`config.mk`:
```
export PLATFORM = sky130hd
export DESIGN_NAME = slmp_csr
export DESIGN_NICKNAME = d
export VERILOG_FILES = /design/src/design/assert_macros.svh /design/src/design/slmp_pkg.sv /design/src/design/slmp_csr.sv
export SDC_FILE = /design/constraint.sdc
export NUM_CORES = 1
export LEC_CHECK = 0
export ABC_CLOCK_PERIOD_IN_PS = 1200
export BUFFER_PORTS_ARGS = -buffer_cell sky130_fd_sc_hd__buf_2
export CORE_MARGIN = 2
export CORE_UTILIZATION = 44
export CTS_BUF_LIST = sky130_fd_sc_hd__clkbuf_2 sky130_fd_sc_hd__clkbuf_4 sky130_fd_sc_hd__clkbuf_8
export CTS_CLUSTER_SIZE = 8
export DETAILED_ROUTE_END_ITERATION = 8
export GPL_TIMING_DRIVEN = 0
export PLACE_DENSITY = 0.86
export SLEW_MARGIN = 0
export SYNTH_ARGS = -nofsm -noshare
export SYNTH_HDL_FRONTEND = slang
export SYNTH_SLANG_ARGS = --single-unit
```
`constraint.sdc`:
```
create_clock -name clock -period 1.2 [get_ports clock]
set_input_delay 0.24 -clock clock [delete_from_list [all_inputs] [get_ports clock]]
set_output_delay 0.24 -clock clock [all_outputs]
set_load 0.02 [all_outputs]
```
`src/design/assert_macros.svh`:
```
// assertion macros used by the top-level design file
`ifndef ASSERT_MACROS_SVH
`define ASSERT_MACROS_SVH

// same-cycle implication
`define SLMP_ASSERT_NOW(name, clk, rst, ante, cons) \
   name: assert property (@(posedge clk) disable iff (rst) (ante) |-> (cons)) \
      else $error("assertion failed");

// next-cycle implication
`define SLMP_ASSERT_NEXT(name, clk, rst, ante, cons) \
   name: assert property (@(posedge clk) disable iff (rst) (ante) |=> (cons)) \
      else $error("assertion failed");

`endif

```
`src/design/slmp_pkg.sv`:
```
// types, constants and helpers of the linear move planner
`default_nettype none
package slmp_pkg;

   localparam logic [31:0] SCALE_RESET = 32'd16777216;
   localparam logic        REG_SCALE   = 1'b0;

   localparam logic [15:0] SPD_QUIET_LIMIT  = 16'd350;
   localparam logic [15:0] SPD_SPREAD_LIMIT = 16'd550;
   localparam logic [15:0] SPD_MID_LIMIT    = 16'd800;

   localparam logic [4:0] DIV_FINE   = 5'd16;
   localparam logic [4:0] DIV_MEDIUM = 5'd8;
   localparam logic [4:0] DIV_COARSE = 5'd2;

   localparam logic [4:0] CUR_LOW  = 5'd8;
   localparam logic [4:0] CUR_MID  = 5'd17;
   localparam logic [4:0] CUR_HIGH = 5'd26;

   localparam logic [31:0] RECIP_FIVE = 32'hCCCCCCCD;

   localparam logic [24:0] START_MIN   = 25'd50;
   localparam logic [25:0] RAMP_MIN    = 26'd20;
   localparam logic [29:0] SHORT_LIMIT = 30'd100;
   localparam logic [23:0] FREQ_MAX    = 24'hFFFFFF;

   localparam logic [2:0] SEG_ACC1   = 3'd0;
   localparam logic [2:0] SEG_ACC2   = 3'd1;
   localparam logic [2:0] SEG_CRUISE = 3'd2;
   localparam logic [2:0] SEG_DEC1   = 3'd3;
   localparam logic [2:0] SEG_DEC2   = 3'd4;

   typedef struct packed {
      logic       err;
      logic       fwd;
      logic [4:0] div;
      logic       mode;
      logic [4:0] cur;
   } tag_type;

   typedef struct packed {
      logic               vld;
      tag_type            tag;
      logic               short_move;
      logic [29:0]        total;
      logic [27:0]        target;
      logic [24:0]        start;
      logic [25:0]        ramp;
      logic signed [29:0] diff;
   } kin_type;

   typedef struct packed {
      logic        status;
      logic        forward;
      logic [4:0]  microstep_div;
      logic        spread_mode;
      logic [4:0]  run_current_code;
      logic [2:0]  segment_index;
      logic [31:0] segment_steps;
      logic [23:0] begin_freq_hz;
      logic [23:0] finish_freq_hz;
      logic        last;
   } rsp_type;

   typedef struct packed {
      logic adv;
      logic busy;
   } seq_stat_type;

   function automatic logic [23:0] sat_freq(input logic [29:0] v);
      logic [23:0] r;
      r = (v > {6'b0, FREQ_MAX}) ? FREQ_MAX : v[23:0];
      return r;
   endfunction

endpackage
`default_nettype wire

```
`src/design/slmp_csr.sv`:
```
// configuration register file with apb-style access
`default_nettype none
module slmp_csr (
   input  logic        clock,
   input  logic        reset,
   input  logic        csr_psel,
   input  logic        csr_penable,
   input  logic        csr_pwrite,
   input  logic [2:0]  csr_paddr,
   input  logic [31:0] csr_pwdata,
   output logic [31:0] csr_prdata,
   output logic        csr_pready,
   output logic [31:0] scale
);
   import slmp_pkg::*;

   logic [31:0] scale_ff;
   logic [31:0] scale_in;
   logic        hit;

   assign hit        = (csr_paddr[2] == REG_SCALE);
   assign csr_pready = 1'b1;
   assign csr_prdata = hit ? scale_ff : 32'd0;
   assign scale      = scale_ff;

   always_comb begin
      scale_in = scale_ff;
      if (csr_psel && csr_penable && csr_pwrite && csr_pready && hit) begin
         scale_in = csr_pwdata;
      end
   end

   always_ff @(posedge clock) begin
      if (reset) begin
         scale_ff <= SCALE_RESET;
      end else begin
         scale_ff <= scale_in;
      end
   end

endmodule
`default_nettype wire

```
==> impl_results.md <==
- Die footprint: 0.004357 mm^2
- CP max FO: 2
- Row cnt: 22
- Routed wire length per instance: roughly 12 um
- Clock-pin slew on the worst setup and hold paths: 70 ps
- Initial antenna violation count: 0
- Total power: 0.002219 W
- Register area share after synthesis: 37.87%
- Met2 WL: 1.835 mm
- Top Layer Used: met4
- CTS tree: built
- Ys flop type: dfxtp_1
- Met3 routed WL: between 300 and 400 um
- Critical path class: reg2out
- CTS sink cnt: 32
- Synthesized Nets: 217
- Top cells by area, synth: dfxtp_1 (38%), nand2b_1 (23%), mux2i_1 (19%), nor2b_1 (11%), buf_12 (3.6%)
- Die X: 66.01 um
- Fin Setup TNS: 0 ps
- Outcome: completed
- Area Growth Syn to Fin: 43.64%
- Cells after DPL: 325
- Area of the core: 0.003689 mm^2
- Synth unique cells: 12
- Synth top area share: 37.87%
- Number of synthesized flops with an enable pin: 0
- RSZ-0062 raised after global routing: yes
- Post-route ant nets: 0
- Worst Setup End Kind: output port
- Total I/O pin count: 105
- Clock Tree Buf Depth: 2
- Fin crit share: a little over nine tenths
- Iteration-0 DRC Markers: 52
- Hold Path Class: in2reg
- N_diodes: 0
- #FFs+latches synth: 32
- Setup violators final: 0
- Via/cell ratio: between 4 and 5
- Worst EP required: around 960 ps
- Wl on met1: 1.722 mm
- Fin. Hold Viols: 0
- Mean Syn Cell Area: ~9.6 um^2
- DRT Wirelength: 3.908 mm
- Final GP Congestion: roughly 0.76
- Worst setup SP type: flip-flop
- Dpl ws: -139.0 ps
- Vias in the first global route: 1263
- Grt ovf: 0
- Post-synth top cells: nand2b_1 (62), dfxtp_1 (32), mux2i_1 (32)
- Clock Skews: 0 ps
- DP HPWL: approximately 2.9 mm
- Share of cells above drive strength 1: about half
- Async SR Flop Fraction: 0%
- Die H: 66.01 um
- Mapped Cells: 177
- Post-Synthesis Cell Area: 0.001692 mm^2
- Max Cap Viol: 0
- Largest net degree at the start of global routing: 11
- Synth warn: 0
- Power Density: 913.3 mW/mm^2
- DRT Pass-1 Iters: 4
- Number of flip-flops under the largest register name: 32
- Worst VDD drop: 0.6336 mV
- H-Tree Depth: 2
- Final nets: 325
- Crit path DAT: 930 ps
- Fmax achieved: 852.2 MHz
- Leak: 1.142 nW
- Clock buffer count from CTS: 5
- Post-synth top area cell: dfxtp_1
- Max Slew Vio Count: 0
- Drt drc: 0
- Final WS setup: ~27 ps
- Via count: 1500
- Worst-Skew Late Latency: approximately 270 ps
- Fin Hold WS: roughly 210 ps
- Port bufs: 100
- Cts hold-fix bufs: 0
- Starting Density: roughly 46%
- Final min period: approximately 1200 ps
- Cell with the most instances after synthesis: nand2b_1
- Root buf cell: clkbuf_8
- Post-Layout Cell Count: 333
- First-pass GRT wire length: 5.830 mm
- Overall routing resource usage: 17.76%
[logic make-up after synthesis]
| logic type | Yosys count | share of synthesized area [%] |
|---|---|---|
| buffers and inverters | 15 | 6.879 |
| other | 1 | 0.2217 |
| AND/OR/NAND/NOR | 97 | 36.09 |
| flip-flops | 32 | 37.87 |
| multiplexers | 32 | 18.94 |
[layer usage]
layer,vias to the layer above,GRT usage (%)
li1,765,-
met1,671,22.21
met2,60,28.16
met3,4,6.474
met4,0,6.122
met5,-,0
[layout make-up]
type / instances / area, um^2
plain buffers: 15 / 120.1
repair buffers: 101 / 559.3
clock inverters: 1 / 5.005
clock buffers: 6 / 76.32
well taps: 48 / 60.06
fillers: 317 / 1259
multi-input cells: 130 / 952.2
flip-flops and latches: 32 / 656.9
[through the flow]
| stage | util, % | area (um^2) |
|---|---|---|
| floorplan | - | 1692 |
| finish | 65.88 | 2430 |
| global route | 65.88 | 2430 |
| detailed placement | 61.06 | 2252 |
| global placement | 61.06 | 2252 |
| CTS | 63.43 | 2340 |
[worst paths after layout]
path / startpoint / to / slack (ps) / depth (start not counted)
worst min register to register: scale[15] / scale[15] / 470 / 2
worst min-delay path: csr_pwdata[10] / scale[10] / 210 / 3
worst max-delay path: scale[31] / csr_prdata[31] / 30 / 2
worst max register to register: scale[31] / scale[31] / 520 / 3
[report_power, final]
| group | switching (W) | internal, W | total (W) |
|---|---|---|---|
| Clock | 0.000367 | 0.000416 | 0.000783 |
| Combinational | 0.000167 | 0.000166 | 0.000333 |
| Sequential | 0.0000158 | 0.00109 | 0.00110 |
| Total | 0.000550 | 0.00167 | 0.00222 |
[what timing repair did]
item	CTS	global route
endpoints found under the setup margin	30	21
resized for setup	4	40
setup buffers	0	1
pin swaps	0	0
cloned	0	0
[placed cells by master, fill, tap and decap left out]
cell type  instances
buf_2             82
nand2b_1          62
mux2i_1           32
nor2b_1           23
buf_4             20
dfxtp_1           19
dfxtp_2           13
nor2b_2            7
clkbuf_1           7
clkbuf_8           5
buf_12             3
clkbuf_2           2
and2b_2            2
buf_6              2
nor2_1             2
and4b_1            1
conb_1             1
clkbuf_4           1
clkinv_2           1
[critical path, stage by stage (launching register included)]
cell and delay (ps):
dfxtp_2 320, and2b_2 180, buf_4 150
Note: power is estimated with default switching activity, not from simulation.
