### config.mk
export PLATFORM = sky130hd
export DESIGN_NAME = slmp_kin
export DESIGN_NICKNAME = d
export VERILOG_FILES = /design/src/design/assert_macros.svh /design/src/design/slmp_pkg.sv /design/src/design/slmp_kin.sv
export SDC_FILE = /design/constraint.sdc
export NUM_CORES = 2
export LEC_CHECK = 0
export BUFFER_PORTS_ARGS = -buffer_cell sky130_fd_sc_hd__buf_2
export CAP_MARGIN = 20
export CORE_MARGIN = 2
export CORE_UTILIZATION = 45
export DETAILED_ROUTE_END_ITERATION = 8
export GPL_TIMING_DRIVEN = 1
export HOLD_SLACK_MARGIN = 0.15
export MAX_ROUTING_LAYER = met4
export SETUP_SLACK_MARGIN = 0.05
export SLEW_MARGIN = 15
export SYNTH_ARGS = -nofsm -noshare
export SYNTH_HDL_FRONTEND = slang
export SYNTH_SLANG_ARGS = --single-unit
export TNS_END_PERCENT = 10
### constraint.sdc
create_clock -name clock -period 7.8 [get_ports clock]
set_input_delay 0.78 -clock clock [delete_from_list [all_inputs] [get_ports clock]]
set_output_delay 0.78 -clock clock [all_outputs]
set_load 0.03 [all_outputs]
### src/design/assert_macros.svh
// assertion macros used by the top-level design file
`ifndef ASSERT_MACROS_SVH
`define ASSERT_MACROS_SVH

// same-cycle implication
`define SLMP_ASSERT_NOW(name, clk, rst, ante, cons) \
   name: assert property (@(posedge clk) disable iff (rst) (ante) |-> (cons)) \
      else $error("assertion failed");

// next-cycle implication
`define SLMP_ASSERT_NEXT(name, clk, rst, ante, cons) \
   name: assert property (@(posedge clk) disable iff (rst) (ante) |=> (cons)) \
      else $error("assertion failed");

`endif

### src/design/slmp_pkg.sv
// types, constants and helpers of the linear move planner
`default_nettype none
package slmp_pkg;

   localparam logic [31:0] SCALE_RESET = 32'd16777216;
   localparam logic        REG_SCALE   = 1'b0;

   localparam logic [15:0] SPD_QUIET_LIMIT  = 16'd350;
   localparam logic [15:0] SPD_SPREAD_LIMIT = 16'd550;
   localparam logic [15:0] SPD_MID_LIMIT    = 16'd800;

   localparam logic [4:0] DIV_FINE   = 5'd16;
   localparam logic [4:0] DIV_MEDIUM = 5'd8;
   localparam logic [4:0] DIV_COARSE = 5'd2;

   localparam logic [4:0] CUR_LOW  = 5'd8;
   localparam logic [4:0] CUR_MID  = 5'd17;
   localparam logic [4:0] CUR_HIGH = 5'd26;

   localparam logic [31:0] RECIP_FIVE = 32'hCCCCCCCD;

   localparam logic [24:0] START_MIN   = 25'd50;
   localparam logic [25:0] RAMP_MIN    = 26'd20;
   localparam logic [29:0] SHORT_LIMIT = 30'd100;
   localparam logic [23:0] FREQ_MAX    = 24'hFFFFFF;

   localparam logic [2:0] SEG_ACC1   = 3'd0;
   localparam logic [2:0] SEG_ACC2   = 3'd1;
   localparam logic [2:0] SEG_CRUISE = 3'd2;
   localparam logic [2:0] SEG_DEC1   = 3'd3;
   localparam logic [2:0] SEG_DEC2   = 3'd4;

   typedef struct packed {
      logic       err;
      logic       fwd;
      logic [4:0] div;
      logic       mode;
      logic [4:0] cur;
   } tag_type;

   typedef struct packed {
      logic               vld;
      tag_type            tag;
      logic               short_move;
      logic [29:0]        total;
      logic [27:0]        target;
      logic [24:0]        start;
      logic [25:0]        ramp;
      logic signed [29:0] diff;
   } kin_type;

   typedef struct packed {
      logic        status;
      logic        forward;
      logic [4:0]  microstep_div;
      logic        spread_mode;
      logic [4:0]  run_current_code;
      logic [2:0]  segment_index;
      logic [31:0] segment_steps;
      logic [23:0] begin_freq_hz;
      logic [23:0] finish_freq_hz;
      logic        last;
   } rsp_type;

   typedef struct packed {
      logic adv;
      logic busy;
   } seq_stat_type;

   function automatic logic [23:0] sat_freq(input logic [29:0] v);
      logic [23:0] r;
      r = (v > {6'b0, FREQ_MAX}) ? FREQ_MAX : v[23:0];
      return r;
   endfunction

endpackage
`default_nettype wire

### src/design/slmp_kin.sv
// four-stage kinematics pipeline: band decode, scaling, reciprocal divides, clamps
`default_nettype none
module slmp_kin (
   input  logic                 clock,
   input  logic                 reset,
   input  logic                 adv,
   input  logic                 req_valid,
   input  logic signed [18:0]   distance_um,
   input  logic [15:0]          speed_ums,
   input  logic [31:0]          scale,
   output slmp_pkg::kin_type    kin
);
   import slmp_pkg::*;

   // stage 1
   logic        s1_vld_ff, s1_vld_in;
   tag_type     s1_tag_ff, s1_tag_in;
   logic [22:0] s1_md_ff, s1_md_in;
   logic [19:0] s1_sd_ff, s1_sd_in;
   logic [18:0] mag;

   // stage 2
   logic        s2_vld_ff;
   tag_type     s2_tag_ff;
   logic [29:0] s2_total_ff, s2_total_in;
   logic [27:0] s2_target_ff, s2_target_in;
   logic [54:0] prod_total;
   logic [51:0] prod_target;

   // stage 3
   logic        s3_vld_ff;
   tag_type     s3_tag_ff;
   logic [29:0] s3_total_ff;
   logic [27:0] s3_target_ff;
   logic [24:0] s3_q10_ff, s3_q10_in;
   logic [25:0] s3_q20_ff, s3_q20_in;
   logic [59:0] prod_q10;
   logic [59:0] prod_q20;

   // stage 4
   kin_type     s4_ff, s4_in;

   always_comb begin
      mag = distance_um[18] ? (~distance_um + 19'd1) : distance_um;
      s1_vld_in = req_valid;
      s1_tag_in.err = (mag == 19'd0) || (speed_ums == 16'd0);
      s1_tag_in.fwd = ~distance_um[18];
      if (speed_ums < SPD_QUIET_LIMIT) begin
         s1_tag_in.div  = DIV_FINE;
         s1_tag_in.mode = 1'b0;
         s1_tag_in.cur  = CUR_LOW;
         s1_md_in       = {mag, 4'b0};
         s1_sd_in       = {speed_ums, 4'b0};
      end else if (speed_ums <= SPD_SPREAD_LIMIT) begin
         s1_tag_in.div  = DIV_FINE;
         s1_tag_in.mode = 1'b1;
         s1_tag_in.cur  = CUR_MID;
         s1_md_in       = {mag, 4'b0};
         s1_sd_in       = {speed_ums, 4'b0};
      end else if (speed_ums <= SPD_MID_LIMIT) begin
         s1_tag_in.div  = DIV_MEDIUM;
         s1_tag_in.mode = 1'b1;
         s1_tag_in.cur  = CUR_HIGH;
         s1_md_in       = {1'b0, mag, 3'b0};
         s1_sd_in       = {1'b0, speed_ums, 3'b0};
      end else begin
         s1_tag_in.div  = DIV_COARSE;
         s1_tag_in.mode = 1'b1;
         s1_tag_in.cur  = CUR_HIGH;
         s1_md_in       = {3'b0, mag, 1'b0};
         s1_sd_in       = {3'b0, speed_ums, 1'b0};
      end
   end

   assign prod_total   = {32'b0, s1_md_ff} * {23'b0, scale};
   assign prod_target  = {32'b0, s1_sd_ff} * {20'b0, scale};
   assign s2_total_in  = prod_total[53:24];
   assign s2_target_in = prod_target[51:24];

   // divide by ten and by twenty through the reciprocal of five
   assign prod_q10  = {32'b0, s2_target_ff} * {28'b0, RECIP_FIVE};
   assign prod_q20  = {32'b0, s2_total_ff[29:2]} * {28'b0, RECIP_FIVE};
   assign s3_q10_in = prod_q10[59:35];
   assign s3_q20_in = prod_q20[59:34];

   always_comb begin
      s4_in.vld        = s3_vld_ff;
      s4_in.tag        = s3_tag_ff;
      s4_in.total      = s3_total_ff;
      s4_in.target     = s3_target_ff;
      s4_in.short_move = (s3_total_ff < SHORT_LIMIT);
      s4_in.start      = (s3_q10_ff < START_MIN) ? START_MIN : s3_q10_ff;
      s4_in.ramp       = (s3_q20_ff < RAMP_MIN) ? RAMP_MIN : s3_q20_ff;
      s4_in.diff       = $signed({2'b0, s3_target_ff}) - $signed({5'b0, s4_in.start});
   end

   always_ff @(posedge clock) begin
      if (reset) begin
         s1_vld_ff <= 1'b0;
         s2_vld_ff <= 1'b0;
         s3_vld_ff <= 1'b0;
         s4_ff.vld <= 1'b0;
      end else if (adv) begin
         s1_vld_ff <= s1_vld_in;
         s2_vld_ff <= s1_vld_ff;
         s3_vld_ff <= s2_vld_ff;
         s4_ff.vld <= s4_in.vld;
      end
      if (adv) begin
         s1_tag_ff    <= s1_tag_in;
         s1_md_ff     <= s1_md_in;
         s1_sd_ff     <= s1_sd_in;
         s2_tag_ff    <= s1_tag_ff;
         s2_total_ff  <= s2_total_in;
         s2_target_ff <= s2_target_in;
         s3_tag_ff    <= s2_tag_ff;
         s3_total_ff  <= s2_total_ff;
         s3_target_ff <= s2_target_ff;
         s3_q10_ff    <= s3_q10_in;
         s3_q20_ff    <= s3_q20_in;
         s4_ff.tag        <= s4_in.tag;
         s4_ff.short_move <= s4_in.short_move;
         s4_ff.total      <= s4_in.total;
         s4_ff.target     <= s4_in.target;
         s4_ff.start      <= s4_in.start;
         s4_ff.ramp       <= s4_in.ramp;
         s4_ff.diff       <= s4_in.diff;
      end
   end

   assign kin = s4_ff;

endmodule
`default_nettype wire

==> flow_summary.toml <==
[sta]
clock_skew_ps = 41.3
maxSlewHeadroom = 0.315
grt_setup_unrepaired = "true"
fin_ws_ps = 375
worstMarginPinSlew_ps = 1030
fmax_mhz = 135
layout_min_cycle_time_ps = 7420
drv_slew = 0
period_share = 0.952
finalHoldViolations = 0
final-setup-viol-count = 0

[die]
fp.dieH_um = 412
fp-row-count = 149
pin_count = 225
initial_core_util = 0.454
die_area_mm2 = 0.170
core-area_mm2 = 0.165
die_x_um = 412

[yosys]
synth_area_mm2 = 0.0751
synth_seq_cells = 387
synth_area_leader_cell = "fa_1"
synthCells = 7537
synth-edff-count = 383
async_flop_share = 0
yosysUniqueCellTypes = 81
syn_area_per_cell_um2 = 9.96
synth_common_cells = "1937 x inv_1, 1525 x fa_1, 956 x nand2_1, 870 x ha_1, 496 x and2_1"
synth_area_leaders = "fa_1 41%, edfxtp_1 15%, ha_1 15%"
yosys.cell_count.top_type = "inv_1"
seq_area_frac_synth = 0.154
ys.flop_type = "edfxtp_1"
synth.top_cell.area_share = 0.407
yosys_warnings = 0

[global_routing]
use_met1 = 0.322
grt_usage = 0.241
grt_pass1_vias = 55800
grt_busiest_layer = "met2"
grt_max_degree = 152
grt_pass1_wl_mm = 310
use_met2 = 0.389
gr-usage-met3 = 0.0293
grt_overflow = 0
antenna_found_initial = 15

[setup_path]
worstPathRequired_ps = 8210
startpoint_type = "flop"
endpoint_kind = "flop"
criticalPathCategory = "reg -> reg"
crit_fanout = 10
cp.arrival_ps = 7830

[routing]
drtAntennaViolNets = 0
drtIter0Drc = 2980
dr.pass1.iters = 7
drc = 0
via_per_inst = 5.10
totalWireLength_mm = 192
dr_total_vias = 51100
wl_per_cell_um = 19.2

[finish]
final_nets = 10200
drive_gt1_frac = 0.0797
area_growth_pct = 9.03

[clock_network]
htreeDepth = 2
clk_pin_slew_ps = 60
cts_tree = "built"
clk_latency_ps = 680
cts_root_buf = "clkbuf_16"
clockBufferDepth = 3
cts_buffers = 47
cts_sinks = 387

[placement]
gp_congestion = 0.963
io_buffers = 221
dp_slack_ps = -262
hpwl_mm = 163

[min_path]
min_path_type = "in -> reg"

[run_status]
status = "completed"

[job]
maxCapViolCount = 0
==> metal layers <==
| layer | share of wire | wire (um) |
|---|---|---|
| met1 | 0.44 | 83900 |
| met5 | 0 | 0 |
| met2 | 0.48 | 91600 |
| met4 | 0.028 | 5290 |
| met3 | 0.058 | 11100 |
==> kinds of logic (layout without fill, tap and decap cells) <==
logic type	Yosys count	after routing	share of synthesized area
fa+ha+maj	2395	2395	0.552
buf+inv	2264	2539	0.113
simple gates	1790	1790	0.114
compound gates	541	541	0.0480
flops	387	387	0.154
xor+xnor	153	153	0.0179
mux	6	6	0.000800
other cells	1	17	0.0000500
==> flip-flops by register name, summed over array words and instances, names as in the netlist <==
| register | count |
|---|---|
| s2_vld_ff | 1 |
| s1_vld_ff | 1 |
| s3_q20_ff | 26 |
| s2_tag_ff | 9 |
| s1_tag_ff | 9 |
| s3_q10_ff | 25 |
| s1_sd_ff | 19 |
| s3_vld_ff | 1 |
| s2_target_ff | 28 |
| kin | 149 |
| s1_md_ff | 22 |
| s3_total_ff | 30 |
| s3_tag_ff | 9 |
| s3_target_ff | 28 |
| s2_total_ff | 30 |
==> layout by cell type (no fill, tap or decap), types with 48 or more instances in the layout <==
cell and n:
a21o_1 90, a21oi_1 160, and2_1 496, buf_2 220
buf_4 273, clkbuf_16 48, edfxtp_1 383, fa_1 1524
ha_1 870, inv_1 1937, nand2_1 956, nor2_1 100
o21ai_0 93, xnor2_1 103, xor2_1 50
==> critical path: stages, from the launching register on <==
cell and delay (ps):
edfxtp_1 690, buf_4 260, nand2_1 80, fa_1 560, inv_1 50, fa_1 470, inv_1 80, fa_1 510
inv_1 50, fa_1 560, fa_1 430, fa_1 480, ha_1 290, ha_1 290, a21o_1 180, a21o_1 180
a221oi_2 330, buf_4 170, nand3b_1 80, o221ai_2 320, o21ai_4 130, a2111oi_1 420, buf_4 190, o21ai_1 100
a21oi_1 190, xnor2_1 70
==> final timing paths <==
path	startpoint	end	slack, ps	cells after the start
max reg2reg	s1_sd_ff[8]	s2_target_ff[27]	380	25
min	reset	s1_vld_ff	310	2
min reg2reg	s2_tag_ff[11]	s3_tag_ff[11]	410	0
max	s1_sd_ff[8]	s2_target_ff[27]	380	25
==> area by class of cell <==
class	count	area [um2]
Fill cell	15300	83500
Antenna cell	11	27.5
Timing Repair Buffer	513	3530
Tap cell	2189	2740
Clock buffer	54	1220
Sequential cell	387	11600
Multi-Input combinational cell	4891	55000
Clock inverter	32	434
Inverter	1940	7280
==> timing repair <==
action,CTS,global route
endpoints found under the setup margin,0,24
resized for setup,0,10
hold endpoints to repair,0,0
hold buffers,0,0
buffers inserted,0,2
==> through the flow <==
step | cell area (um2) | utilization | setup TNS (ps) | hold slack [ps] | cells
after floorplan | 75100 | - | 0 | 400 | 7542
after global placement | 80100 | 0.484 | -1290 | 402 | 9918
after detailed placement | 80100 | 0.484 | -3070 | 405 | 9918
after CTS | 81700 | 0.494 | 0 | 236 | 10000
after global routing | 81800 | 0.495 | 0 | 280 | 10000
final | 81800 | 0.495 | 0 | 307 | 10000
Power is not shown: default switching activity piles up to over one toggle a cycle in this logic, so the estimate is an artifact.
