`src/design/assert_macros.svh`:
```
// assertion macros used by the top-level design file
`ifndef ASSERT_MACROS_SVH
`define ASSERT_MACROS_SVH

// same-cycle implication
`define SLMP_ASSERT_NOW(name, clk, rst, ante, cons) \
   name: assert property (@(posedge clk) disable iff (rst) (ante) |-> (cons)) \
      else $error("assertion failed");

// next-cycle implication
`define SLMP_ASSERT_NEXT(name, clk, rst, ante, cons) \
   name: assert property (@(posedge clk) disable iff (rst) (ante) |=> (cons)) \
      else $error("assertion failed");

`endif

```
`src/design/slmp_pkg.sv`:
```
// types, constants and helpers of the linear move planner
`default_nettype none
package slmp_pkg;

   localparam logic [31:0] SCALE_RESET = 32'd16777216;
   localparam logic        REG_SCALE   = 1'b0;

   localparam logic [15:0] SPD_QUIET_LIMIT  = 16'd350;
   localparam logic [15:0] SPD_SPREAD_LIMIT = 16'd550;
   localparam logic [15:0] SPD_MID_LIMIT    = 16'd800;

   localparam logic [4:0] DIV_FINE   = 5'd16;
   localparam logic [4:0] DIV_MEDIUM = 5'd8;
   localparam logic [4:0] DIV_COARSE = 5'd2;

   localparam logic [4:0] CUR_LOW  = 5'd8;
   localparam logic [4:0] CUR_MID  = 5'd17;
   localparam logic [4:0] CUR_HIGH = 5'd26;

   localparam logic [31:0] RECIP_FIVE = 32'hCCCCCCCD;

   localparam logic [24:0] START_MIN   = 25'd50;
   localparam logic [25:0] RAMP_MIN    = 26'd20;
   localparam logic [29:0] SHORT_LIMIT = 30'd100;
   localparam logic [23:0] FREQ_MAX    = 24'hFFFFFF;

   localparam logic [2:0] SEG_ACC1   = 3'd0;
   localparam logic [2:0] SEG_ACC2   = 3'd1;
   localparam logic [2:0] SEG_CRUISE = 3'd2;
   localparam logic [2:0] SEG_DEC1   = 3'd3;
   localparam logic [2:0] SEG_DEC2   = 3'd4;

   typedef struct packed {
      logic       err;
      logic       fwd;
      logic [4:0] div;
      logic       mode;
      logic [4:0] cur;
   } tag_type;

   typedef struct packed {
      logic               vld;
      tag_type            tag;
      logic               short_move;
      logic [29:0]        total;
      logic [27:0]        target;
      logic [24:0]        start;
      logic [25:0]        ramp;
      logic signed [29:0] diff;
   } kin_type;

   typedef struct packed {
      logic        status;
      logic        forward;
      logic [4:0]  microstep_div;
      logic        spread_mode;
      logic [4:0]  run_current_code;
      logic [2:0]  segment_index;
      logic [31:0] segment_steps;
      logic [23:0] begin_freq_hz;
      logic [23:0] finish_freq_hz;
      logic        last;
   } rsp_type;

   typedef struct packed {
      logic adv;
      logic busy;
   } seq_stat_type;

   function automatic logic [23:0] sat_freq(input logic [29:0] v);
      logic [23:0] r;
      r = (v > {6'b0, FREQ_MAX}) ? FREQ_MAX : v[23:0];
      return r;
   endfunction

endpackage
`default_nettype wire

```
`src/design/slmp_seq.sv`:
```
// plan register and segment sequencer with output register
`default_nettype none
module slmp_seq (
   input  logic                   clock,
   input  logic                   reset,
   input  slmp_pkg::kin_type      kin,
   input  logic                   rsp_ready,
   output logic                   rsp_valid,
   output slmp_pkg::rsp_type      rsp,
   output slmp_pkg::seq_stat_type stat
);
   import slmp_pkg::*;

   logic signed [29:0] half;
   logic signed [29:0] mid_a;
   logic signed [29:0] mid_d;

   logic        p_vld_ff;
   logic [2:0]  p_seg_ff, p_seg_in;
   tag_type     p_tag_ff;
   logic        p_short_ff;
   logic [29:0] p_total_ff;
   logic [31:0] p_a1_ff, p_a1_in;
   logic [31:0] p_a2_ff, p_a2_in;
   logic [31:0] p_cruise_ff, p_cruise_in;
   logic [23:0] p_start_ff, p_mida_ff, p_target_ff, p_midd_ff;

   logic        o_vld_ff, o_vld_in;
   rsp_type     o_ff, o_in;

   logic        out_load;
   logic        seg_last;
   logic        p_done;
   logic        adv;

   always_comb begin
      // halve toward zero
      half  = (kin.diff + $signed({29'b0, kin.diff[29]})) >>> 1;
      mid_a = $signed({5'b0, kin.start}) + half;
      mid_d = $signed({2'b0, kin.target}) - half;
      p_cruise_in = {2'b0, kin.total} - {5'b0, kin.ramp, 1'b0};
      p_a1_in     = {7'b0, kin.ramp[25:1]};
      p_a2_in     = {6'b0, kin.ramp} - p_a1_in;
   end

   assign seg_last = p_tag_ff.err || p_short_ff || (p_seg_ff == SEG_DEC2);
   assign out_load = p_vld_ff && (!o_vld_ff || rsp_ready);
   assign p_done   = out_load && seg_last;
   assign adv      = !p_vld_ff || p_done;

   always_comb begin
      p_seg_in = p_seg_ff;
      if (adv) begin
         p_seg_in = SEG_ACC1;
      end else if (out_load) begin
         p_seg_in = p_seg_ff + 3'd1;
      end
   end

   always_comb begin
      o_in                  = '0;
      o_in.forward          = p_tag_ff.fwd;
      o_in.microstep_div    = p_tag_ff.div;
      o_in.spread_mode      = p_tag_ff.mode;
      o_in.run_current_code = p_tag_ff.cur;
      o_in.segment_index    = p_seg_ff;
      o_in.last             = seg_last;
      case (p_seg_ff)
         SEG_ACC1: begin
            o_in.segment_steps  = p_a1_ff;
            o_in.begin_freq_hz  = p_start_ff;
            o_in.finish_freq_hz = p_mida_ff;
         end
         SEG_ACC2: begin
            o_in.segment_steps  = p_a2_ff;
            o_in.begin_freq_hz  = p_mida_ff;
            o_in.finish_freq_hz = p_target_ff;
         end
         SEG_CRUISE: begin
            o_in.segment_steps  = p_cruise_ff;
            o_in.begin_freq_hz  = p_target_ff;
            o_in.finish_freq_hz = p_target_ff;
         end
         SEG_DEC1: begin
            o_in.segment_steps  = p_a1_ff;
            o_in.begin_freq_hz  = p_target_ff;
            o_in.finish_freq_hz = p_midd_ff;
         end
         SEG_DEC2: begin
            o_in.segment_steps  = p_a2_ff;
            o_in.begin_freq_hz  = p_midd_ff;
            o_in.finish_freq_hz = p_start_ff;
         end
         default: begin
            o_in.segment_steps  = 32'd0;
            o_in.begin_freq_hz  = 24'd0;
            o_in.finish_freq_hz = 24'd0;
         end
      endcase
      if (p_short_ff) begin
         o_in.segment_steps  = {2'b0, p_total_ff};
         o_in.begin_freq_hz  = p_target_ff;
         o_in.finish_freq_hz = p_target_ff;
      end
      if (p_tag_ff.err) begin
         o_in        = '0;
         o_in.status = 1'b1;
         o_in.last   = 1'b1;
      end
   end

   always_comb begin
      o_vld_in = o_vld_ff;
      if (out_load) begin
         o_vld_in = 1'b1;
      end else if (rsp_ready) begin
         o_vld_in = 1'b0;
      end
   end

   always_ff @(posedge clock) begin
      if (reset) begin
         p_vld_ff <= 1'b0;
         p_seg_ff <= SEG_ACC1;
         o_vld_ff <= 1'b0;
      end else begin
         p_seg_ff <= p_seg_in;
         o_vld_ff <= o_vld_in;
         if (adv) begin
            p_vld_ff <= kin.vld;
         end
      end
      if (adv) begin
         p_tag_ff    <= kin.tag;
         p_short_ff  <= kin.short_move;
         p_total_ff  <= kin.total;
         p_a1_ff     <= p_a1_in;
         p_a2_ff     <= p_a2_in;
         p_cruise_ff <= p_cruise_in;
         p_start_ff  <= sat_freq({5'b0, kin.start});
         p_target_ff <= sat_freq({2'b0, kin.target});
         p_mida_ff   <= sat_freq(mid_a);
         p_midd_ff   <= sat_freq(mid_d);
      end
      if (out_load) begin
         o_ff <= o_in;
      end
   end

   assign rsp_valid = o_vld_ff;
   assign rsp       = o_ff;
   assign stat.adv  = adv;
   assign stat.busy = p_vld_ff;

endmodule
`default_nettype wire

```
`config.mk`:
```
export PLATFORM = sky130hd
export DESIGN_NAME = slmp_seq
export DESIGN_NICKNAME = d
export VERILOG_FILES = /design/src/design/assert_macros.svh /design/src/design/slmp_pkg.sv /design/src/design/slmp_seq.sv
export SDC_FILE = /design/constraint.sdc
export NUM_CORES = 1
export LEC_CHECK = 0
export ABC_CLOCK_PERIOD_IN_PS = 41500
export BUFFER_PORTS_ARGS = -buffer_cell sky130_fd_sc_hd__buf_2
export CORE_ASPECT_RATIO = 1.2
export CORE_MARGIN = 4
export CORE_UTILIZATION = 40
export DETAILED_ROUTE_END_ITERATION = 8
export GPL_TIMING_DRIVEN = 0
export PLACE_DENSITY = 0.6
export REMOVE_ABC_BUFFERS = 1
export SETUP_SLACK_MARGIN = 0.02
export SYNTH_ARGS = -nofsm -noshare
export SYNTH_HDL_FRONTEND = slang
export SYNTH_SLANG_ARGS = --single-unit
```
`constraint.sdc`:
```
create_clock -name clock -period 41.5 [get_ports clock]
set_input_delay 4.15 -clock clock [delete_from_list [all_inputs] [get_ports clock]]
set_output_delay 4.15 -clock clock [all_outputs]
set_load 0.02 [all_outputs]
```
==> results_dict.tcl, run 1 <==
set metrics [dict create \
    initial_core_util_pct 40.7 \
    power.share.clock_pct 36.1 \
    synth_area_um2 19300 \
    final_common_cell "edfxtp_1" \
    drt_wl_total_um 54300 \
    cp_common_cell "buf_2" \
    finalNetCount 2306 \
    fp.dieH_um 248 \
    min_to "rsp[94]" \
    path_clk_slew_ps 60 \
    tightest_slew_ps 1380 \
    setup_viol 0 \
    hold_viol 0 \
    run_status "complete, no violations" \
    grt_max_degree 49 \
    comb_power_share_pct 18.9 \
    synth_top_cell_by_area "edfxtp_1" \
    fillers 4370 \
    portBuffers 256 \
    ctsResizeCount 0 \
    synth_seq_cells 323 \
    insertion_delay_ps 540 \
    synth_area_leaders "edfxtp_1, ha_1, nor2_1" \
    cts_root_buffer "clkbuf_16" \
    wl_per_cell_um 20.3 \
    grt_setup_unrepaired "no" \
    place_hpwl_um 41500 \
    cpMaxStageDelayCell "o21ai_4" \
    worstSetupPathType "in2out" \
    synth_edf_count 318 \
    cp.required_ps 37350 \
    switching_share_pct 26.9 \
    internal_power_mw 0.646 \
    post-cts-setup-buffer-count 0 \
    hold_buffers 0 \
    report.final.slew_viol_count 0 \
    worstRegToRegCells 8 \
    async_flop_share_pct 0 \
    grt_pass1_wl_um 84900 \
    layout_common_cells "edfxtp_1, buf_2, nor2_1" \
    drt_first_iter_violations 1102 \
    grt_overflow 0 \
    cts.sinks 323 \
    timing.hold.ws_ps 537 \
    antenna_left 0 \
    place_area_um2 21500 \
    drive_gt1_share_pct 20.6 \
    syn_to_final_growth_pct 17.9 \
    core-area_um2 47400 \
    ys_warn_count 0 \
    fin_skew_ps 27.0 \
    arrival_ps 5440 \
    pwr-share-seq_pct 45.0 \
    place_congestion 0.881 \
    grt_use_total_pct 20.3 \
    r2r-start "p_seg_ff[2]" \
    die_x_um 208 \
    io_pins 257 \
    rr_endpoint "p_a1_ff[23]" \
    max_stage_delay_ps 660 \
    cp-end-kind "output pin" \
    cts_buffer_depth 3 \
    seq_area_frac_synth_pct 50.1 \
    min_from "p_tag_ff[10]" \
    antennaDiodeCount 0 \
    p_sw_mw 0.238 \
    synth_cells 1793 \
    rows 87 \
    p_per_area_nw_per_um2 38.9 \
    r2r_slack_ps 37260 \
    first_pass_iters 6 \
    synthDistinctLibCells 90 \
    syn-mean-instance-area_um2 10.7 \
    htreeDepth 2 \
    peakVddDrop_mv 0.0219 \
    synth_flop_cell "edfxtp_1" \
    crit_fanout 21 \
    drv_cap 0 \
    final_area_um2 22700 \
    p_leak_nw 9.15 \
    hp-class "reg2reg" \
    fin_crit_ps 9590 \
    vias_per_cell 5.64 \
    drc 0 \
    cts_tree "built" \
    holdPathStages 1 \
    max_freq_mhz 104 \
    antenna_found_initial 0 \
    setup_tns_ps 0 \
    slew_headroom_pct 7.69 \
    grt_pass1_vias 15300 \
    startpoint_type "primary input" \
    vias 15100 \
    die_area_um2 51800 \
    yosys.area.top_type_share_pct 49.6 \
    final_min_period_over_clock_period_pct 23.1 \
    numCtsBuffers 37 \
    crit_chain "buf_2 > nor2b_1 > o21ai_4 > buf_16 > buf_2" \
]
-- critical path, delay by kind of cell --
family          cells  cell delay, ps
simple gates        1             100
compound gates      1             660
buf+inv             3             510
-- worst max-delay path by stage --
stage	start	end
global placement	rsp_ready	stat[1]
detailed placement	rsp_ready	stat[1]
CTS	rsp_ready	stat[1]
finish	rsp_ready	stat[1]
global route	rsp_ready	stat[1]
floorplan	rsp_ready	stat[1]
-- stage by stage --
stage	utilization (%)	cells	total power, mW	setup slack [ps]
global placement	44.3	2594	0.572	8130
CTS	48.0	2678	0.893	31890
detailed placement	45.5	2618	0.571	31890
global route	48.0	2678	0.925	31820
floorplan	-	1715	0.518	17090
finish	48.0	2678	0.884	31910
-- cell type report --
| cell class | instances | area [um^2] | share of cell area [%] |
|---|---|---|---|
| multi-input cells | 1303 | 8960 | 39.5 |
| clock inverters | 16 | 190 | 0.837 |
| flip-flops and latches | 323 | 9650 | 42.5 |
| repair buffers | 280 | 1820 | 8.01 |
| well taps | 623 | 779 | 3.43 |
| inverters | 89 | 334 | 1.47 |
| clock buffers | 44 | 973 | 4.29 |
-- synthesized netlist by cell type (6+ instances only) --
master    number
or3_1          6
nor3_1        23
and4_1         9
clkbuf_1      60
and3_1        26
and2_1        14
a21boi_0       7
a222oi_1      24
mux2_2        24
edfxtp_1     318
a21oi_1      144
o21bai_1      14
a21o_1        43
o21ai_1        9
a211oi_1      13
nor2b_1       23
o211ai_1      26
buf_4          7
a22oi_1       73
o211ai_2      10
nor4_1         6
ha_1         111
o21a_1        22
xor2_1        44
nor2_1       196
nand2b_1      35
inv_1         89
nand2_1       95
a31oi_1       10
nand3_1       47
or2_2         29
o21ai_0       60
xnor2_1       58
nand4_1       10
-- kinds of logic after synthesis --
family	count (synthesis)	share of synthesized area [%]
AND/OR/NAND/NOR	545	14.0
AO/OA/AOI/OAI	515	18.5
flip-flops	323	50.1
buffers and inverters	167	3.67
adder cells (fa/ha/maj)	115	7.62
XOR/XNOR	102	4.64
multiplexers	26	1.51
-- per-layer routing --
metal | vias to the layer above | track usage [%] | part of all wire [%]
met4 | 0 | 5.05 | 2.4
met2 | 463 | 37.7 | 52
li1 | 7225 | - | -
met1 | 7325 | 24.6 | 41
met5 | - | 0 | 0
met3 | 82 | 3.06 | 4.9
-- state kept, by name, indices dropped and copies added, names as in the netlist, 13 cells and up --
| signal | cells |
|---|---|
| p_tag_ff | 13 |
| p_cruise_ff | 30 |
| p_start_ff | 24 |
| p_a2_ff | 27 |
| p_mida_ff | 24 |
| p_total_ff | 30 |
| p_a1_ff | 25 |
| p_target_ff | 24 |
| p_midd_ff | 24 |
| rsp | 96 |
-- power by group through the flow --
| stage | sequential (mW) | clock [mW] | combinational, mW |
|---|---|---|---|
| after floorplan | 0.418 | 0 | 0.101 |
| final | 0.398 | 0.319 | 0.167 |
| after detailed placement | 0.405 | 0 | 0.166 |
| after global placement | 0.417 | 0 | 0.155 |
| after CTS | 0.398 | 0.328 | 0.167 |
| after global routing | 0.400 | 0.341 | 0.184 |
Note: power is estimated with default switching activity, not from simulation.
==> run 2: changes to the inputs <==
Settings changed: ABC_CLOCK_PERIOD_IN_PS 41500 to 8200, PLACE_DENSITY 0.6 to 0.62.
Clock period 41.5 ns to 8.2 ns, I/O delays scaled along.
==> results_dict.tcl, run 2 (synthesis gave the netlist of run 1 again) <==
set metrics [dict create \
    run_status "complete, no violations" \
    cp-end-kind "register" \
    pwr-share-seq_pct 44.3 \
    insertion_delay_ps 540 \
    core-area_um2 47400 \
    finalNetCount 2307 \
    internal_power_mw 3.30 \
    min_from "kin[142]" \
    antenna_left 0 \
    path_clk_slew_ps 60 \
    holdPathStages 1 \
    report.final.slew_viol_count 0 \
    arrival_ps 5360 \
    r2r-start "p_seg_ff[2]" \
    cts_buffer_depth 3 \
    startpoint_type "primary input" \
    die_area_um2 51800 \
    max_freq_mhz 194 \
    final_util_pct 48.0 \
    final_min_period_over_clock_period_pct 63.0 \
    hold_viol 0 \
    hold_buffers 0 \
    grt_pass1_wl_um 83700 \
    p_leak_nw 9.17 \
    cts.sinks 323 \
    ctsResizeCount 0 \
    worstSetupPathType "in2reg" \
    timing.hold.ws_ps 452 \
    comb_power_share_pct 18.5 \
    rows 87 \
    setup_tns_ps 0 \
    layout_common_cells "edfxtp_1, buf_2, nor2_1" \
    drive_gt1_share_pct 21.1 \
    crit_fanout 24 \
    fin_skew_ps 25.3 \
    worstRegToRegCells 8 \
    syn_to_final_growth_pct 18.0 \
    first_pass_iters 5 \
    grt_max_degree 49 \
    cts_root_buffer "clkbuf_16" \
    place_hpwl_um 41100 \
    final_common_cell "edfxtp_1" \
    antennaDiodeCount 0 \
    p_sw_mw 1.24 \
    drt_first_iter_violations 971 \
    drt_wl_total_um 53700 \
    largest_register_ffs 96 \
    portBuffers 256 \
    grt_setup_unrepaired "no" \
    rr_endpoint "p_target_ff[17]" \
    r2r_slack_ps 4300 \
    antenna_found_initial 0 \
    hp-class "in2reg" \
    setup_viol 0 \
    wl_per_cell_um 20.0 \
    drv_cap 0 \
    grt_overflow 0 \
    numCtsBuffers 38 \
    slew_headroom_pct 12.8 \
    place_congestion 0.934 \
    tightest_slew_ps 1310 \
    p_per_area_nw_per_um2 200 \
    grt_pass1_vias 15200 \
    htreeDepth 2 \
    fin_crit_ps 5170 \
    min_to "p_tag_ff[2]" \
    grt_use_total_pct 20.1 \
    fp.dieH_um 248 \
    vias_per_cell 5.58 \
    io_pins 257 \
    die_x_um 208 \
    cts_tree "built" \
    vias 15000 \
    cp.required_ps 8390 \
    power.share.clock_pct 37.2 \
    switching_share_pct 27.3 \
    peakVddDrop_mv 0.132 \
    post-cts-setup-buffer-count 0 \
    initial_core_util_pct 40.7 \
    drc 0 \
]
[run 2: cell count changes in the layout (fill, tap and decap cells not counted), moves of 2 or more]
| cell | previous run | this run |
|---|---|---|
| buf_12 | 9 | 11 |
| clkinv_2 | 3 | 5 |
| buf_8 | 0 | 2 |
| clkinv_4 | 0 | 2 |
| buf_16 | 12 | 8 |
| inv_6 | 1 | 4 |
| clkinvlp_4 | 1 | 5 |
| clkbuf_1 | 6 | 2 |
[run 2: stage by stage]
step / instance area [um^2] / setup slack [ps] / cells / total power, mW
2_1_floorplan: 18900 / -11680 / 1715 / 2.62
3_3_place_gp: 21000 / -20990 / 2594 / 2.89
3_5_place_dp: 21500 / 2420 / 2618 / 2.88
4_1_cts: 22700 / 2980 / 2686 / 4.59
5_1_grt: 22700 / 2650 / 2686 / 4.75
6_report: 22700 / 3030 / 2686 / 4.54
[run 2: area by class of cell]
class                      count  area, um^2
timing repair buffer         280        1770
sequential                   323        9650
multi-input combinational   1303        8960
fill                        4333       24600
clock inverter                27         262
inverter                      89         334
tap                          623         779
clock buffer                  41         983
[run 2: how the worst max path moves through the flow]
stage	start	to	slack, ps
floorplan	p_seg_ff[0]	p_seg_ff[2]	-11680
global placement	p_seg_ff[0]	stat[1]	-20990
detailed placement	kin[29]	p_mida_ff[16]	2420
CTS	kin[29]	p_mida_ff[16]	2980
global route	kin[29]	p_mida_ff[17]	2650
finish	kin[29]	p_mida_ff[4]	3030
[run 2: worst max-delay path: stages]
cell and delay, ps:
buf_2 140, and2_1 140, ha_1 190, nand2_1 60, nor2_1 330, and2_1 280, nand3_1 110, xnor2_1 230
ha_1 330, a21o_1 240, o21a_1 200, o211ai_1 150, nand2_1 70, a31o_2 250, a311o_1 420, nor3b_4 1020
o221ai_1 360
[run 2: metal layers]
layer / GRT usage, % / vias to the layer above / part of all wire [%]
met5: 0 / - / 0
met4: 6.01 / 0 / 2.9
met3: 3.10 / 96 / 5.4
met2: 36.1 / 468 / 51
met1: 24.8 / 7195 / 41
li1: - / 7222 / -
[run 2: power groups by stage]
stage	clock network [mW]	registers, mW	logic (mW)
after floorplan	0	2.11	0.510
after global placement	0	2.11	0.785
after detailed placement	0	2.05	0.833
after CTS	1.74	2.01	0.838
after global routing	1.81	2.02	0.925
final	1.69	2.01	0.837
==> run 3: changes to the inputs <==
Settings changed: ABC_AREA set to 1, ABC_CLOCK_PERIOD_IN_PS 8200 to 5300, PLACE_DENSITY 0.62 to 0.6.
Clock period 8.2 ns to 5.3 ns, I/O delays scaled along.
==> results_dict.tcl, run 3 <==
set metrics [dict create \
    place_congestion 0.940 \
    power.share.clock_pct 34.9 \
    grt_pass1_vias 17600 \
    drive_gt1_share_pct 15.5 \
    cts_buffer_depth 3 \
    syn_to_final_growth_pct 16.3 \
    synth_edf_count 318 \
    tightest_slew_ps 1320 \
    grt_max_degree 128 \
    yosys.area.top_type_share_pct 46.8 \
    max_freq_mhz 211 \
    pwr-share-seq_pct 44.9 \
    async_flop_share_pct 0 \
    cts_root_buffer "clkbuf_16" \
    cts_tree "built" \
    dp.cells 3261 \
    grt_use_total_pct 22.6 \
    vias_per_cell 5.26 \
    largest_register_ffs 96 \
    synth_area_um2 20400 \
    path_clk_slew_ps 60 \
    grt_overflow 0 \
    report.final.slew_viol_count 0 \
    ys_warn_count 0 \
    comb_power_share_pct 20.2 \
    run_status "complete, no violations" \
    crit_fanout 24 \
    p_total_mw 6.99 \
    p_sw_mw 2.02 \
    fp.dieH_um 256 \
    seq_area_frac_synth_pct 47.2 \
    cts.sinks 323 \
    p_per_area_nw_per_um2 294 \
    synth_common_cells "nand2_1, edfxtp_1, inv_1" \
    cp-end-kind "register" \
    insertion_delay_ps 520 \
    syn-mean-instance-area_um2 8.47 \
    p_leak_nw 10.5 \
    switching_share_pct 28.8 \
    first_pass_iters 6 \
    hold_viol 0 \
    fin_skew_ps 22.1 \
    synthDistinctLibCells 45 \
    startpoint_type "primary input" \
    fin_crit_ps 4750 \
    fin_cells 3331 \
    final_min_period_over_clock_period_pct 89.6 \
    synth_top_cell_by_area "edfxtp_1" \
    hold_buffers 0 \
    die_x_um 214 \
    place_hpwl_um 51200 \
    synth_cells 2411 \
    grt_setup_unrepaired "no" \
    synth_seq_cells 323 \
    setup_viol 0 \
    antenna_left 0 \
    htreeDepth 2 \
    drt_first_iter_violations 1207 \
    finalNetCount 2929 \
    peakVddDrop_mv 0.149 \
    numCtsBuffers 36 \
    io_pins 257 \
    hp-class "in2reg" \
    grt_pass1_wl_um 97900 \
    wl_per_cell_um 19.5 \
    layout_common_cells "nand2_1, edfxtp_1, inv_1" \
    final_common_cell "nand2_1" \
    drc 0 \
    internal_power_mw 4.97 \
    cp.required_ps 5480 \
    ctsResizeCount 0 \
    antenna_found_initial 6 \
    portBuffers 256 \
    synth_area_leaders "edfxtp_1, nand2_1, ha_1" \
    drt_wl_total_um 64900 \
    drv_cap 0 \
    arrival_ps 4930 \
    die_area_um2 54800 \
    initial_core_util_pct 40.5 \
    vias 17500 \
    worstSetupPathType "in2reg" \
    post-cts-setup-buffer-count 0 \
    core-area_um2 50400 \
    synth.most_common_cell "nand2_1" \
    rows 90 \
    slew_headroom_pct 12.1 \
    synth_flop_cell "edfxtp_1" \
]
run 3: layout make-up:
cell class / count / area, um^2
diodes: 4 / 10.0
clock buffers: 43 / 948
clock inverters: 21 / 195
fillers: 4918 / 26700
inverters: 270 / 1020
multi-input cells: 1754 / 9490
flip-flops and latches: 323 / 9650
well taps: 644 / 806
repair buffers: 272 / 1650
run 3: per-stage QoR:
| step | worst slack [ps] | area [um^2] | setup TNS, ps | hold slack (ps) | utilization [%] |
|---|---|---|---|---|---|
| after floorplan | -1990 | 20100 | -402840 | 464 | - |
| after global placement | -5990 | 22200 | -1255290 | 464 | 44.0 |
| after detailed placement | -47.4 | 22600 | -47.4 | 489 | 44.8 |
| after CTS | 498 | 23700 | 0 | 152 | 47.1 |
| after global routing | 85.6 | 23800 | 0 | 155 | 47.1 |
| final | 553 | 23800 | 0 | 186 | 47.1 |
run 3: worst paths after layout:
path	from	to	slack (ps)	cells after the start
worst min-delay path	kin[150]	p_tag_ff[10]	190	1
worst max register to register	p_seg_ff[0]	rsp[79]	890	10
worst max-delay path	kin[29]	p_midd_ff[15]	550	20
worst min register to register	p_vld_ff	rsp_valid	500	2
run 3: metal layers:
| metal | up-vias | global-route usage, % | routed length (um) |
|---|---|---|---|
| met1 | 8145 | 26.6 | 24900 |
| met2 | 577 | 42.5 | 33900 |
| met5 | - | 0 | 34 |
| met3 | 134 | 3.08 | 3840 |
| met4 | 6 | 7.22 | 2280 |
| li1 | 8644 | - | - |
run 3: kinds of logic after synthesis:
group | count (synthesis) | share of synthesized area, %
AND/OR/NAND/NOR | 1155 | 24.6
AO/OA/AOI/OAI | 376 | 9.94
buffers and inverters | 336 | 6.46
flip-flops | 323 | 47.2
adder cells (fa/ha/maj) | 115 | 7.19
XOR/XNOR | 106 | 4.55
run 3: power groups by stage:
stage / Clock (mW) / Combinational (mW) / Sequential [mW]
final: 2.44 / 1.41 / 3.14
after global routing: 2.61 / 1.57 / 3.15
after CTS: 2.51 / 1.41 / 3.14
after detailed placement: 0 / 1.40 / 3.19
after global placement: 0 / 1.33 / 3.24
after floorplan: 0 / 0.837 / 3.25
run 3: worst max-delay path, stage by stage:
cell      delay, ps
buf_2           100
nand2_1          80
inv_1            60
ha_1            150
nand2_1          80
inv_1           110
nand3_1         130
nand3b_1        270
nor3_1          310
nand2_1         110
xnor2_1         390
inv_1           120
ha_1            400
nand2_1         170
nor3_1          300
nand3_1         180
nand4_1         120
nand2_1          80
nor2_2          950
nand4_1         290
